$ cat src/rtl/core/cpcs_ram.sv
// Generic single-port-write, single-port-read RAM with registered read data.
module cpcs_ram #(
	parameter int WIDTH = 8,
	parameter int DEPTH = 16
) (
	input  logic                     clk,
	input  logic                     we,
	input  logic [$clog2(DEPTH)-1:0] waddr,
	input  logic [WIDTH-1:0]         wdata,
	input  logic [$clog2(DEPTH)-1:0] raddr,
	output logic [WIDTH-1:0]         rdata
);

	logic [WIDTH-1:0] mem [DEPTH];

	always_ff @(posedge clk) begin
		if (we) begin
			mem[waddr] <= wdata;
		end
		rdata <= mem[raddr];
	end

endmodule

$ cat config.mk
export PLATFORM = sky130hd
export DESIGN_NAME = cpcs_ram
export DESIGN_NICKNAME = d
export VERILOG_FILES = /design/src/rtl/core/cpcs_ram.sv
export SDC_FILE = /design/constraint.sdc
export NUM_CORES = 1
export LEC_CHECK = 0
export BUFFER_PORTS_ARGS = -buffer_cell sky130_fd_sc_hd__buf_2
export CAP_MARGIN = 20
export CELL_PAD_IN_SITES_DETAIL_PLACEMENT = 1
export CELL_PAD_IN_SITES_GLOBAL_PLACEMENT = 1
export CORE_ASPECT_RATIO = 0.75
export CORE_MARGIN = 2
export CORE_UTILIZATION = 30
export DETAILED_ROUTE_END_ITERATION = 10
export PLACE_DENSITY_LB_ADDON = 0.1
export SYNTH_ARGS = -nofsm -noshare
export SYNTH_HDL_FRONTEND = slang
export SYNTH_SLANG_ARGS = --single-unit
$ cat constraint.sdc
create_clock -name clk -period 5.5 [get_ports clk]
set_input_delay 1.375 -clock clk [delete_from_list [all_inputs] [get_ports clk]]
set_output_delay 1.375 -clock clk [all_outputs]
set_load 0.005 [all_outputs]
# Word-level counts from Yosys, hierarchy flattened
# Memory sizes are Yosys's and may differ from the RTL's. A register that Yosys moved wholly into a read port is not among the register bits.
# Cells that the tools add are included.
[totals]
out_inout_bits = 8
input_bits = 18
regBits = 0
ramBits = 128
word_cells = 3
memories = 1
[mem_list]
columns = ["memory", "words", "word_bits", "read_ports", "rd_ports_with_merged_regs", "wr", "line_no", "text"]
rows = [
  ["mem", 16, 8, 1, 1, 1, "14", "logic [WIDTH-1:0] mem [DEPTH];"],
]
[op_classes]
muxes = 2
[op_table]
columns = ["cell", "count"]
rows = [
  ["$mux W1", 2],
]

# Depth between registers and ports, before layout
[logic_depth]
depth_word = 2
depth_mapped = 5

# Worst setup path after synthesis
# Ideal clock, no wire load.
[synth_path]
kind = "input -> register"
from = "input waddr[2]"
to = "memory mem[0][0] (enable)"
required_ps = 5117
setup_ps = 383
setup_slack_ps = 2632
t_arrival_ps = 2485
cell_stages = 2
n_path_buf = 0
cell_sequence = "or3b_2 nor3_1"
[synth_lines]
columns = ["element", "line_no", "text"]
rows = [
  ["from (decl)", "8", "input logic [$clog2(DEPTH)-1:0] waddr,"],
  ["to (decl)", "14", ""],
]
# Straight into the memory's write port.

==> summary.md <==
| Metric | Value |
|---|---|
| Status | finished clean |
| Leading cell type in the layout, fill and taps excluded | edfxtp_1 |
| Psw | 475.2 uW |
| Layout cells sized above 1 | 0.2633 |
| Ports | 26 |
| Setup-failing EPs final | 0 |
| Chip width | 155.3 um |
| Mapped cell area | 0.005147 mm^2 |
| Required time of the worst setup path | 5.80 ns |
| Share of the synthesized area in the top cell type | 0.7467 |
| VDD IR max | 179.0 uV |
| Via/cell ratio | 4.782 |
| CP max FO | 22 |
| Yosys top cell by area | edfxtp_1 |
| Max Fclk | 0.3293 GHz |
| Worst-skew pair later-pin latency | 0.42 ns |
| Rel. slew slack | 0.3152 |
| Post-Syn Instances | 229 |
| GRT Total Usage | 0.1398 |
| ANT nets after route | 0 |
| Slowest CP cell | buf_2 |
| Switching power share of the total | 0.1921 |
| Final Max Tran Viols | 0 |
| Detailed Route WL | 11610 um |
| Critical path launch point type | primary input |
| Root buffer cell | clkbuf_16 |
| Most frequent cells in the layout | edfxtp_1, buf_2, mux4_2 |
| Hold Crit Start | mem[14][2] |
| Area growth, synth to finish | 18.89% |
| Clock Skews | 0.007174 ns |
| Clk sinks | 136 |
| Total chip power | 2.474 mW |
| # diodes | 0 |
| Cts bufs inserted | 17 |
| Row count | 41 |
| RSZ-0062 raised after global routing | false |
| Die area | 0.01823 mm^2 |
| Hold-fix buffers, CTS | 0 |
| Area contributors post-synth | edfxtp_1, mux4_2, mux4_1 |
| Detail Placement HPWL | 7301 um |
| DR WL/cell | 23.40 um |
| Comb power frac | 0.043 |
| FF+latch count, synth | 136 |
| Initial Util | 0.3059 |
| Final Hold Fails | 0 |
| Die height | 117.4 um |
| IO Port Bufs | 25 |
| PnR worst setup slack | 2.463 ns |
| Worst-Margin Slew | 1.023 ns |
| Crit path launch | raddr[0] |
| Setup tns final | 0 ns |
| TritonCTS clock tree | built |
| Seq/Total Area, Yosys | 0.7778 |
| First-pass GRT wire length | 17640 um |
| Cell area after layout | 0.006120 mm^2 |
| TritonRoute pass-1 iters | 4 |
| Power per cell area | 404.2 mW/mm^2 |
| Largest net degree at the start of global routing | 33 |
| Internal power | 1.999 mW |
| Tmin final | 3.037 ns |
| Clk pwr share | 0.485 |
| Clock slew at reported path FFs | 0.06 ns |
| Critical setup path kind | primary input to flop |
| Tightest Hold Check Type | flop to flop |
| Post-route DRC | 0 |
| Netlist cell types | 19 |
| Total grt overflow | 0 |
| Bufs and invs on worst path | 2 |
| Sequential share of power | 0.471 |
| Avg Cell Area, Syn | 22.48 um^2 |
| Postcts setup bufs | 0 |
| Crit. End Element | flop |
| Placed Area | 0.005502 mm^2 |
| Iter 0 DRT Violations | 222 |
| Ys Warns | 0 |
| Vias post-DR | 2372 |
| Worst hold margin | 0.6817 ns |
| Worst reg2reg setup slack | 4.06 ns |
| H-tree levels | 4 |
| Core area | 0.01683 mm^2 |
| Fill count | 1661 |
| Routability cong. | 0.6823 |
| Delay-heaviest family, CP | buffers and inverters |
| RR Startpoint | mem[11][7] |
| Layout Nets | 286 |
| Critical path's largest stage delay | 0.60 ns |
| Max Root-Sink Buffers | 2 |
| Period utilization | 0.5521 |
| Initial antenna violation count | 0 |
| Max Cap Viol | 0 |
| Cell Chain, Critical Path | buf_2, buf_4, mux4_1, a22oi_1, nand2_1 |
| Lkg Pwr | 2.017 nW |
| Synth Net Count | 247 |
| DP Worst Slack | 1.983 ns |
| Vias in the first global route | 2602 |
| Critical path arrival | 3.33 ns |
| Post-CTS resize count | 0 |
-- worst reg2reg max path, delay by kind of cell (launching register included) --
family          cells  cell delay [ns]
compound gates      1             0.27
flops               1             0.36
mux                 1             0.47
simple gates        1             0.18
-- cell usage after synthesis (all sizes together) --
cell / count
dfxtp: 8
nor2: 13
nand2: 9
nor2b: 1
nand3b: 2
a22oi: 16
nand2b: 2
and2: 1
or3b: 1
buf: 7
edfxtp: 128
and2b: 1
nand3: 1
mux4: 32
clkdlybuf4s25: 3
nor3: 4
-- per-layer routing --
layer,vias up,GRT usage,share of wire
li1,1056,-,-
met1,1264,0.2083,0.51
met2,42,0.1928,0.43
met3,10,0.04619,0.043
met4,0,0.04415,0.0097
met5,-,0,0
-- power groups by stage --
stage / Combinational (mW) / Clock [mW] / Sequential (mW)
floorplan: 0.0588 / 0 / 1.19
global placement: 0.108 / 0 / 1.19
detailed placement: 0.110 / 0 / 1.19
CTS: 0.111 / 1.23 / 1.17
global route: 0.119 / 1.27 / 1.17
finish: 0.107 / 1.20 / 1.17
-- layout make-up --
cell class | count | area, um^2 | share of cell area
timing repair buffer | 30 | 166.4 | 0.02719
sequential | 136 | 4004 | 0.6543
multi-input combinational | 83 | 1062 | 0.1736
clock buffer | 21 | 440.4 | 0.07197
clock inverter | 11 | 177.7 | 0.02903
tap | 215 | 269.0 | 0.04396
-- final timing paths --
path	cells after the start	end
hold reg to reg	3	rdata[2]
hold / removal	3	rdata[2]
setup reg to reg	3	rdata[7]
setup / recovery	5	rdata[0]
-- kinds of logic (layout without fill, tap and decap cells) --
logic type,count (synthesis),count (layout),share of synthesized area
flops,136,136,0.7778
simple gates,35,35,0.03184
mux,32,32,0.1502
compound gates,16,16,0.02334
buf+inv,10,62,0.01677
-- per-stage QoR --
step / util / std cells
3_5_place_dp: 0.3270 / 464
6_report: 0.3637 / 496
3_3_place_gp: 0.3263 / 463
4_1_cts: 0.3637 / 496
5_1_grt: 0.3637 / 496
2_1_floorplan: - / 229
-- registers in the layout (all words and copies together), names as in the netlist --
register,flops
rdata,8
mem,128
Power figures use the tool's default switching activity.
