--- src/rtl/core/cpcs_pkg.sv ---
// Package: grid sizes, fixed-point constants, types and the microprogram of the cell step.
package cpcs_pkg;

	localparam int GRID_X    = 32;
	localparam int GRID_Y    = 32;
	localparam int GRID_A    = 16;
	localparam int FRAC_BITS = 16;
	localparam int SLICE     = GRID_X * GRID_Y;
	localparam int CELLS     = SLICE * GRID_A;
	localparam int ADDR_W    = $clog2(CELLS);
	localparam int ENTRY_W   = 4 * 32 + 5;
	localparam int PC_W      = 5;

	localparam logic signed [31:0] Q_HALF = 32'(64'sd1 <<< (FRAC_BITS - 1));
	localparam logic signed [31:0] Q_ONE  = 32'(64'sd1 <<< FRAC_BITS);
	localparam logic signed [63:0] SAT_MAX = 64'sd2147483647;
	localparam logic signed [63:0] SAT_MIN = -64'sd2147483648;

	typedef enum logic [2:0] {
		CFG_DIFF, CFG_CHEMO, CFG_SX, CFG_SY, CFG_SA, CFG_RP, CFG_RM, CFG_AMAX
	} cfg_idx_t;

	typedef enum logic [1:0] {ALU_ADD, ALU_SUB, ALU_MUL} alu_op_t;
	typedef enum logic [1:0] {U_ADD, U_SUB, U_SUBD, U_MUL} uop_op_t;

	typedef enum logic [4:0] {
		O_D = 5'd0, O_CHI, O_SX, O_SY, O_SA, O_RP, O_RM, O_AMAX,
		O_UC, O_CC, O_AC, O_IC, O_UN, O_CN, O_AN,
		O_HALF, O_ONE, O_ZERO, O_USEL, O_DF,
		O_T0, O_T1, O_T2, O_T3, O_T4, O_NHC,
		O_FE, O_FW, O_FN, O_FS, O_FAM, O_FAP
	} opnd_t;

	typedef struct packed {
		uop_op_t op;
		opnd_t   a;
		opnd_t   b;
		opnd_t   dst;
		logic    last;
	} uop_t;

	typedef enum logic [3:0] {
		S_IDLE, S_CLATCH, S_UOP, S_NEXT, S_NLATCH, S_TOTAL
	} state_t;

	typedef enum logic [2:0] {F_E, F_W, F_N, F_S, F_LO, F_HI, F_END} face_t;
	typedef enum logic [1:0] {P_NHC, P_FACE, P_FINAL} prog_t;

	typedef struct packed {
		logic signed [31:0] y;
		logic               flag;
	} sat_t;

	localparam logic [PC_W-1:0] PC_FACE  = 5'd0;
	localparam logic [PC_W-1:0] PC_PHENO = 5'd7;
	localparam logic [PC_W-1:0] PC_FINAL = 5'd17;
	localparam logic [PC_W-1:0] PC_NHC   = 5'd23;

	function automatic sat_t sat64(input logic signed [63:0] v);
		sat_t r;
		if (v > SAT_MAX) begin
			r.y = 32'sh7fffffff;
			r.flag = 1'b1;
		end else if (v < SAT_MIN) begin
			r.y = 32'sh80000000;
			r.flag = 1'b1;
		end else begin
			r.y = v[31:0];
			r.flag = 1'b0;
		end
		return r;
	endfunction

	function automatic uop_t mk(input uop_op_t op, input opnd_t a, input opnd_t b,
			input opnd_t d, input logic l);
		uop_t u;
		u.op = op;
		u.a = a;
		u.b = b;
		u.dst = d;
		u.last = l;
		return u;
	endfunction

	// x/y face flux, phenotype face flux, final gradients, then -chi/2
	function automatic uop_t uop_rom(input logic [PC_W-1:0] pc);
		uop_t u;
		case (pc)
			5'd0:  u = mk(U_SUBD, O_UN, O_UC, O_T0, 1'b0);
			5'd1:  u = mk(U_SUBD, O_CN, O_CC, O_T1, 1'b0);
			5'd2:  u = mk(U_MUL, O_D, O_T0, O_T0, 1'b0);
			5'd3:  u = mk(U_ADD, O_UN, O_UC, O_T2, 1'b0);
			5'd4:  u = mk(U_MUL, O_NHC, O_T2, O_T2, 1'b0);
			5'd5:  u = mk(U_MUL, O_T2, O_T1, O_T2, 1'b0);
			5'd6:  u = mk(U_ADD, O_T2, O_T0, O_DF, 1'b1);
			5'd7:  u = mk(U_ADD, O_AC, O_AN, O_T0, 1'b0);
			5'd8:  u = mk(U_MUL, O_HALF, O_T0, O_T0, 1'b0);
			5'd9:  u = mk(U_SUB, O_AMAX, O_T0, O_T1, 1'b0);
			5'd10: u = mk(U_MUL, O_RP, O_T1, O_T1, 1'b0);
			5'd11: u = mk(U_MUL, O_T1, O_IC, O_T1, 1'b0);
			5'd12: u = mk(U_MUL, O_RM, O_T0, O_T2, 1'b0);
			5'd13: u = mk(U_SUB, O_ONE, O_IC, O_T3, 1'b0);
			5'd14: u = mk(U_MUL, O_T2, O_T3, O_T2, 1'b0);
			5'd15: u = mk(U_SUB, O_T1, O_T2, O_T0, 1'b0);
			5'd16: u = mk(U_MUL, O_T0, O_USEL, O_DF, 1'b1);
			5'd17: u = mk(U_SUB, O_FE, O_FW, O_T0, 1'b0);
			5'd18: u = mk(U_MUL, O_T0, O_SX, O_T0, 1'b0);
			5'd19: u = mk(U_SUB, O_FN, O_FS, O_T1, 1'b0);
			5'd20: u = mk(U_MUL, O_T1, O_SY, O_T1, 1'b0);
			5'd21: u = mk(U_SUB, O_FAM, O_FAP, O_T2, 1'b0);
			5'd22: u = mk(U_MUL, O_T2, O_SA, O_T2, 1'b1);
			5'd23: u = mk(U_MUL, O_CHI, O_HALF, O_T4, 1'b0);
			5'd24: u = mk(U_SUB, O_ZERO, O_T4, O_NHC, 1'b1);
			default: u = mk(U_ADD, O_ZERO, O_ZERO, O_T4, 1'b1);
		endcase
		return u;
	endfunction

endpackage

--- src/rtl/core/cpcs_alu.sv ---
// Shared arithmetic unit: saturating add, subtract and rounded fixed-point multiply.
module cpcs_alu (
	input  cpcs_pkg::alu_op_t    op,
	input  logic signed [31:0]   a,
	input  logic signed [31:0]   b,
	output logic signed [31:0]   y,
	output logic                 sat
);
	import cpcs_pkg::*;

	logic signed [63:0] wa, wb, wide;
	sat_t r;

	assign wa = 64'(a);
	assign wb = 64'(b);

	always_comb begin
		case (op)
			ALU_ADD: wide = wa + wb;
			ALU_SUB: wide = wa - wb;
			ALU_MUL: wide = (wa * wb + 64'(Q_HALF)) >>> FRAC_BITS;
			default: wide = '0;
		endcase
		r = sat64(wide);
	end

	assign y = r.y;
	assign sat = r.flag;

endmodule
--- config.mk ---
export PLATFORM = sky130hd
export DESIGN_NAME = cpcs_alu
export DESIGN_NICKNAME = d
export VERILOG_FILES = /design/src/rtl/core/cpcs_pkg.sv /design/src/rtl/core/cpcs_alu.sv
export SDC_FILE = /design/constraint.sdc
export NUM_CORES = 2
export LEC_CHECK = 0
export BUFFER_PORTS_ARGS = -buffer_cell sky130_fd_sc_hd__buf_2
export CAP_MARGIN = 20
export CORE_AREA = 2 2 239 288
export DETAILED_ROUTE_END_ITERATION = 16
export DIE_AREA = 0 0 241 290
export GPL_ROUTABILITY_DRIVEN = 0
export PLACE_DENSITY_LB_ADDON = 0.25
export SYNTH_ARGS = -nofsm -noshare
export SYNTH_HDL_FRONTEND = slang
export SYNTH_SLANG_ARGS = --single-unit
--- constraint.sdc ---
create_clock -name vclk -period 18.8
set_input_delay 3.76 -clock vclk [all_inputs]
set_output_delay 3.76 -clock vclk [all_outputs]
set_load 0.01 [all_outputs]
# Yosys cells after proc, flatten, opt, wreduce, memory -nomap -nowiden
# Cells that the tools add are included.
# totals
memories	0
latch_bits	0
regBits	0
ramBits	0
output_inout_bits	33
word_cells	12
mem_bits_ro	0
inputBits	66
# classes
multipliers	1
n_reduce_logical	1
n_lt_le_gt_ge	2
bitwise_logic	0
add_sub_neg	3
div_mod_pow	0
eq_ne	2
n_shift	0
muxes	3
# op_table
operator	count
64-bit one-hot mux with 3 select lines	1
33-bit two-way mux	2
64-bit by 17-bit adder with 64-bit output (second input constant)	1
64-bit by 32-bit greater-than comparator with 1-bit output (second input constant)	1
64-bit by 32-bit < comparator with 1-bit output (second input constant)	1
32-bit by 32-bit multiplier with 64-bit output	1
32-bit by 32-bit adder with 33-bit output	1
32-bit by 32-bit subtractor with 33-bit output	1
2-bit by 1-bit equality test with 1-bit output (second input constant)	1
2-bit equality test (second input constant)	1
2-bit logical NOT	1

# Depth between registers and ports, before layout
# depth
depth_word	6
mapped_depth	33
ltp_nobuf	29

# Least setup slack after synthesis
# Ideal clock, no wire load.
# synth_path
kind	input port to output port
start	input port a[31]
end	output port y[10]
t_arrival_ns	12.397
stages	29
t_required_ns	15.040
n_path_buf	4
slack_ns	2.643
path_cell_list	clkbuf_1 > buf_1 > nand2_1 > inv_1 > fa_1 > fa_1 > fa_1 > inv_1 > fa_1 > inv_1 > fa_1 > fa_1 > inv_1 > fa_1 > inv_1 > fa_1 > ha_1 > clkbuf_1 > a21oi_1 > o21ai_0 > a221oi_1 > o21ai_0 > or4_1 > o211a_1 > or4_1 > nor3_1 > o32a_2 > buf_6 > o21ai_1
# synth_via
elab_chain_cells	6
elab_cells_between_ends	9
classes_between	add/sub (3); mul (1); order compare (2); mux (3)
# synth_lines
element	line_no	text
from (decl)	cpcs_alu.sv:4	input logic signed [31:0] a,
32-bit by 32-bit multiplier with 64-bit output	cpcs_alu.sv:21	ALU_MUL: wide = (wa * wb + 64'(Q_HALF)) >>> FRAC_BITS;
64-bit by 17-bit adder with 64-bit output	cpcs_alu.sv:21	
64-bit one-hot mux with 3 select lines (*)	cpcs_alu.sv:18	case (op)
64-bit by 32-bit < comparator with 1-bit output	cpcs_pkg.sv:64	end else if (v < SAT_MIN) begin
33-bit two-way mux	cpcs_pkg.sv:64	
33-bit two-way mux (*)	cpcs_pkg.sv:61	if (v > SAT_MAX) begin
to (decl)	cpcs_alu.sv:6	output logic signed [31:0] y,
# Every way passes the cells marked *; elsewhere a longest branch is shown, timed or not.

# Worst setup path in the final report
# layout_path
start	input port b[4]
end	output port y[0]
# layout_via
elab_chain_cells	6
elab_cells_between_ends	9
classes_between	add/sub (3); mul (1); order compare (2); mux (3)
# layout_lines
element	line_no	text
from (decl)	cpcs_alu.sv:5	input logic signed [31:0] b,
32-bit by 32-bit multiplier with 64-bit output	cpcs_alu.sv:21	
64-bit by 17-bit adder with 64-bit output	cpcs_alu.sv:21	
64-bit one-hot mux with 3 select lines (*)	cpcs_alu.sv:18	
64-bit by 32-bit < comparator with 1-bit output	cpcs_pkg.sv:64	
33-bit two-way mux	cpcs_pkg.sv:64	
33-bit two-way mux (*)	cpcs_pkg.sv:61	
# Marked as above.

==> run summary <==
Maximum number of pins on one net before global-route repair - 62
Total count of max-transition violations in the final report - 0
Finished Cell Area - 40800 sq um
Cell type with the highest aggregate area in the netlist - sky130_fd_sc_hd__fa_1
Endpoint class of the critical path - output port
Fin crit period - 17.89 ns
Routed length on met2 - 58700 microns
Share of the clock period used by the worst path - 95.1%
Avg Inst Size Synth - 8.93 sq um
Count of instances resized after the clock tree is built - 0
Port buffer count - 99
Fmax - 0.0559 GHz
Worst Hold Depth - 4
Via count - 31200
Share of cells above drive strength 1 - 3.79%
Destination of the worst hold path - y[23]
Start point of the worst min-delay path - op[1]
Row Count - 104
Wire length on met1 - 40200 microns
Unique cell type count in the Yosys netlist - 80
Die boundary width - 241 microns
Detailed placement HPWL - 97800 microns
Unrepaired setup endpoints after global routing - no
Share of the yosys chip area belonging to registers - 0%
Metal3 WL - 9950 microns
Post-DRT Antenna Nets - 0
Via count of the first global-routing pass - 33900
Count of synthesis-stage warnings from yosys - 0
Synthesis-to-layout area growth - 2.25%
Transition time of the tightest slew-check pin - 0.978 ns
Final Hold Violating Endpoints - 0
Top post-synthesis cells by area - sky130_fd_sc_hd__fa_1 54%, sky130_fd_sc_hd__inv_1 9.4%, sky130_fd_sc_hd__ha_1 7.6%, sky130_fd_sc_hd__and2_1 7.5%, sky130_fd_sc_hd__nand2_1 5.1%
I/O Pins - 99
First-pass DRT Iterations - 9
Mapped Nets - 5866
Initial standard-cell utilization of the core - 59.7%
Core region area - 66900 sq um
Kind of critical path - in -> out
Post-route DRC - 0
Wire length of the first global-routing pass - 188000 microns
Storage cell area - 0 sq um
Worst min-delay path class - in -> out
Total Routing Usage GR - 35.3%
Drt wl/cell - 22.5 microns
DR vias/cell - 5.93
Post-layout util - 61.1%
Worst rel slew slack - 34.8%
Die ar. - 69900 sq um
Flip-flop and latch count - 0
Most frequent standard cell in the layout excluding fill and tap cells - sky130_fd_sc_hd__fa_1
Critical path required time - 15.04 ns
Total detailed-routing wirelength - 118000 microns
Hold_buf cts - 0
Top sig layer - met4
Setup repair bufs after CTS - 0
Layout clock buffer count - 0
Total Nets Final - 5750
Max FO, Critical Path - 32
Total global routing overflow - 0
Arrival time at the worst endpoint - 14.13 ns
Placed cell area - 40800 sq um
Post-synthesis cell area - 39900 sq um
Commonest cells after routing, fill and taps aside - 1084 x sky130_fd_sc_hd__fa_1, 1005 x sky130_fd_sc_hd__inv_1, 545 x sky130_fd_sc_hd__nand2_1
Initial DRC Count - 2402
Top cell type's share of synthesized area - 54.3%
Setup tns final - 0 ns
Mapped Cells - 4474
Height of the die - 290 microns
Antenna violations before repair - 3
Final setup violation count - 0
Max cap viols - 0
Critical Path Start Type - input port
Outcome - complete, no violations
[logic make-up (layout without fill, tap and decap cells)]
family | after synthesis | after routing | share of synthesized area (%)
and+or+nand+nor | 1341 | 1341 | 16.7
other | 0 | 2 | 0
adders and majority gates | 1326 | 1326 | 61.9
buffers and inverters | 1253 | 1135 | 11.9
xor gates and xnor gates | 83 | 83 | 1.82
muxes | 14 | 14 | 0.373
AOI/OAI and AO/OA | 457 | 457 | 7.37
[Yosys cell counts, drive strengths merged, types with 13 or more instances]
cell type  number
buf            14
nand2b         13
a21oi         131
nand2         546
clkbuf        233
o21ai         115
nor4           15
nand4          21
o31ai          14
nor2          152
a21o           26
or3            14
nand3          29
a22oi          28
inv          1005
nor2b          13
xnor2          61
o21bai         14
ha            242
xor2           22
and2          478
a31oi          22
a211oi         24
nor3           28
o21a           14
fa           1084
[worst max-delay path by stage]
stage	from	end	slack [ns]	cells after the start
6_report	b[4]	y[0]	0.91	27
2_1_floorplan	a[31]	y[10]	2.64	29
3_5_place_dp	b[4]	y[0]	0.89	29
4_1_cts	b[4]	y[0]	0.80	29
5_1_grt	b[4]	y[0]	0.46	27
3_3_place_gp	b[4]	y[0]	1.21	29
[layout make-up]
type / count / area [sq um]
well taps: 901 / 1130
diodes: 2 / 5.00
multi-input cells: 3221 / 35200
fillers: 5924 / 26000
inverters: 1006 / 3780
repair buffers: 129 / 728
[layer usage]
metal	vias to the layer above	global-route usage (%)
met5	-	0
met4	0	22.2
met3	519	6.06
met2	1620	58.7
met1	16000	42.4
li1	13100	-
[critical path: stages]
cell	delay [ns]
sky130_fd_sc_hd__buf_2	0.55
sky130_fd_sc_hd__inv_1	0.15
sky130_fd_sc_hd__nor2_1	0.17
sky130_fd_sc_hd__fa_1	0.49
sky130_fd_sc_hd__fa_1	0.51
sky130_fd_sc_hd__fa_1	0.89
sky130_fd_sc_hd__inv_1	0.31
sky130_fd_sc_hd__fa_1	1.03
sky130_fd_sc_hd__inv_1	0.37
sky130_fd_sc_hd__fa_1	0.55
sky130_fd_sc_hd__fa_1	0.55
sky130_fd_sc_hd__inv_1	0.05
sky130_fd_sc_hd__fa_1	0.47
sky130_fd_sc_hd__inv_1	0.06
sky130_fd_sc_hd__fa_1	0.45
sky130_fd_sc_hd__ha_1	0.38
sky130_fd_sc_hd__a21oi_1	0.21
sky130_fd_sc_hd__o21ai_0	0.17
sky130_fd_sc_hd__a221oi_1	0.31
sky130_fd_sc_hd__o21ai_0	0.31
sky130_fd_sc_hd__or4_1	0.58
sky130_fd_sc_hd__o211a_1	0.16
sky130_fd_sc_hd__or4_1	0.50
sky130_fd_sc_hd__nor3_1	0.19
sky130_fd_sc_hd__o32a_2	0.54
sky130_fd_sc_hd__o21ai_0	0.18
sky130_fd_sc_hd__buf_2	0.18
[through the flow]
step | cells | hold slack [ns] | setup WS [ns]
2_1_floorplan | 4474 | 7.87 | 2.64
3_3_place_gp | 5256 | 8.13 | 1.21
3_5_place_dp | 5256 | 8.13 | 0.889
4_1_cts | 5256 | 8.13 | 0.798
5_1_grt | 5259 | 8.15 | 0.463
6_report | 5259 | 8.14 | 0.914
Power is left out: the tool's default activity adds up to more than one toggle a clock period on the data nets, which glitch-free logic cannot reach.
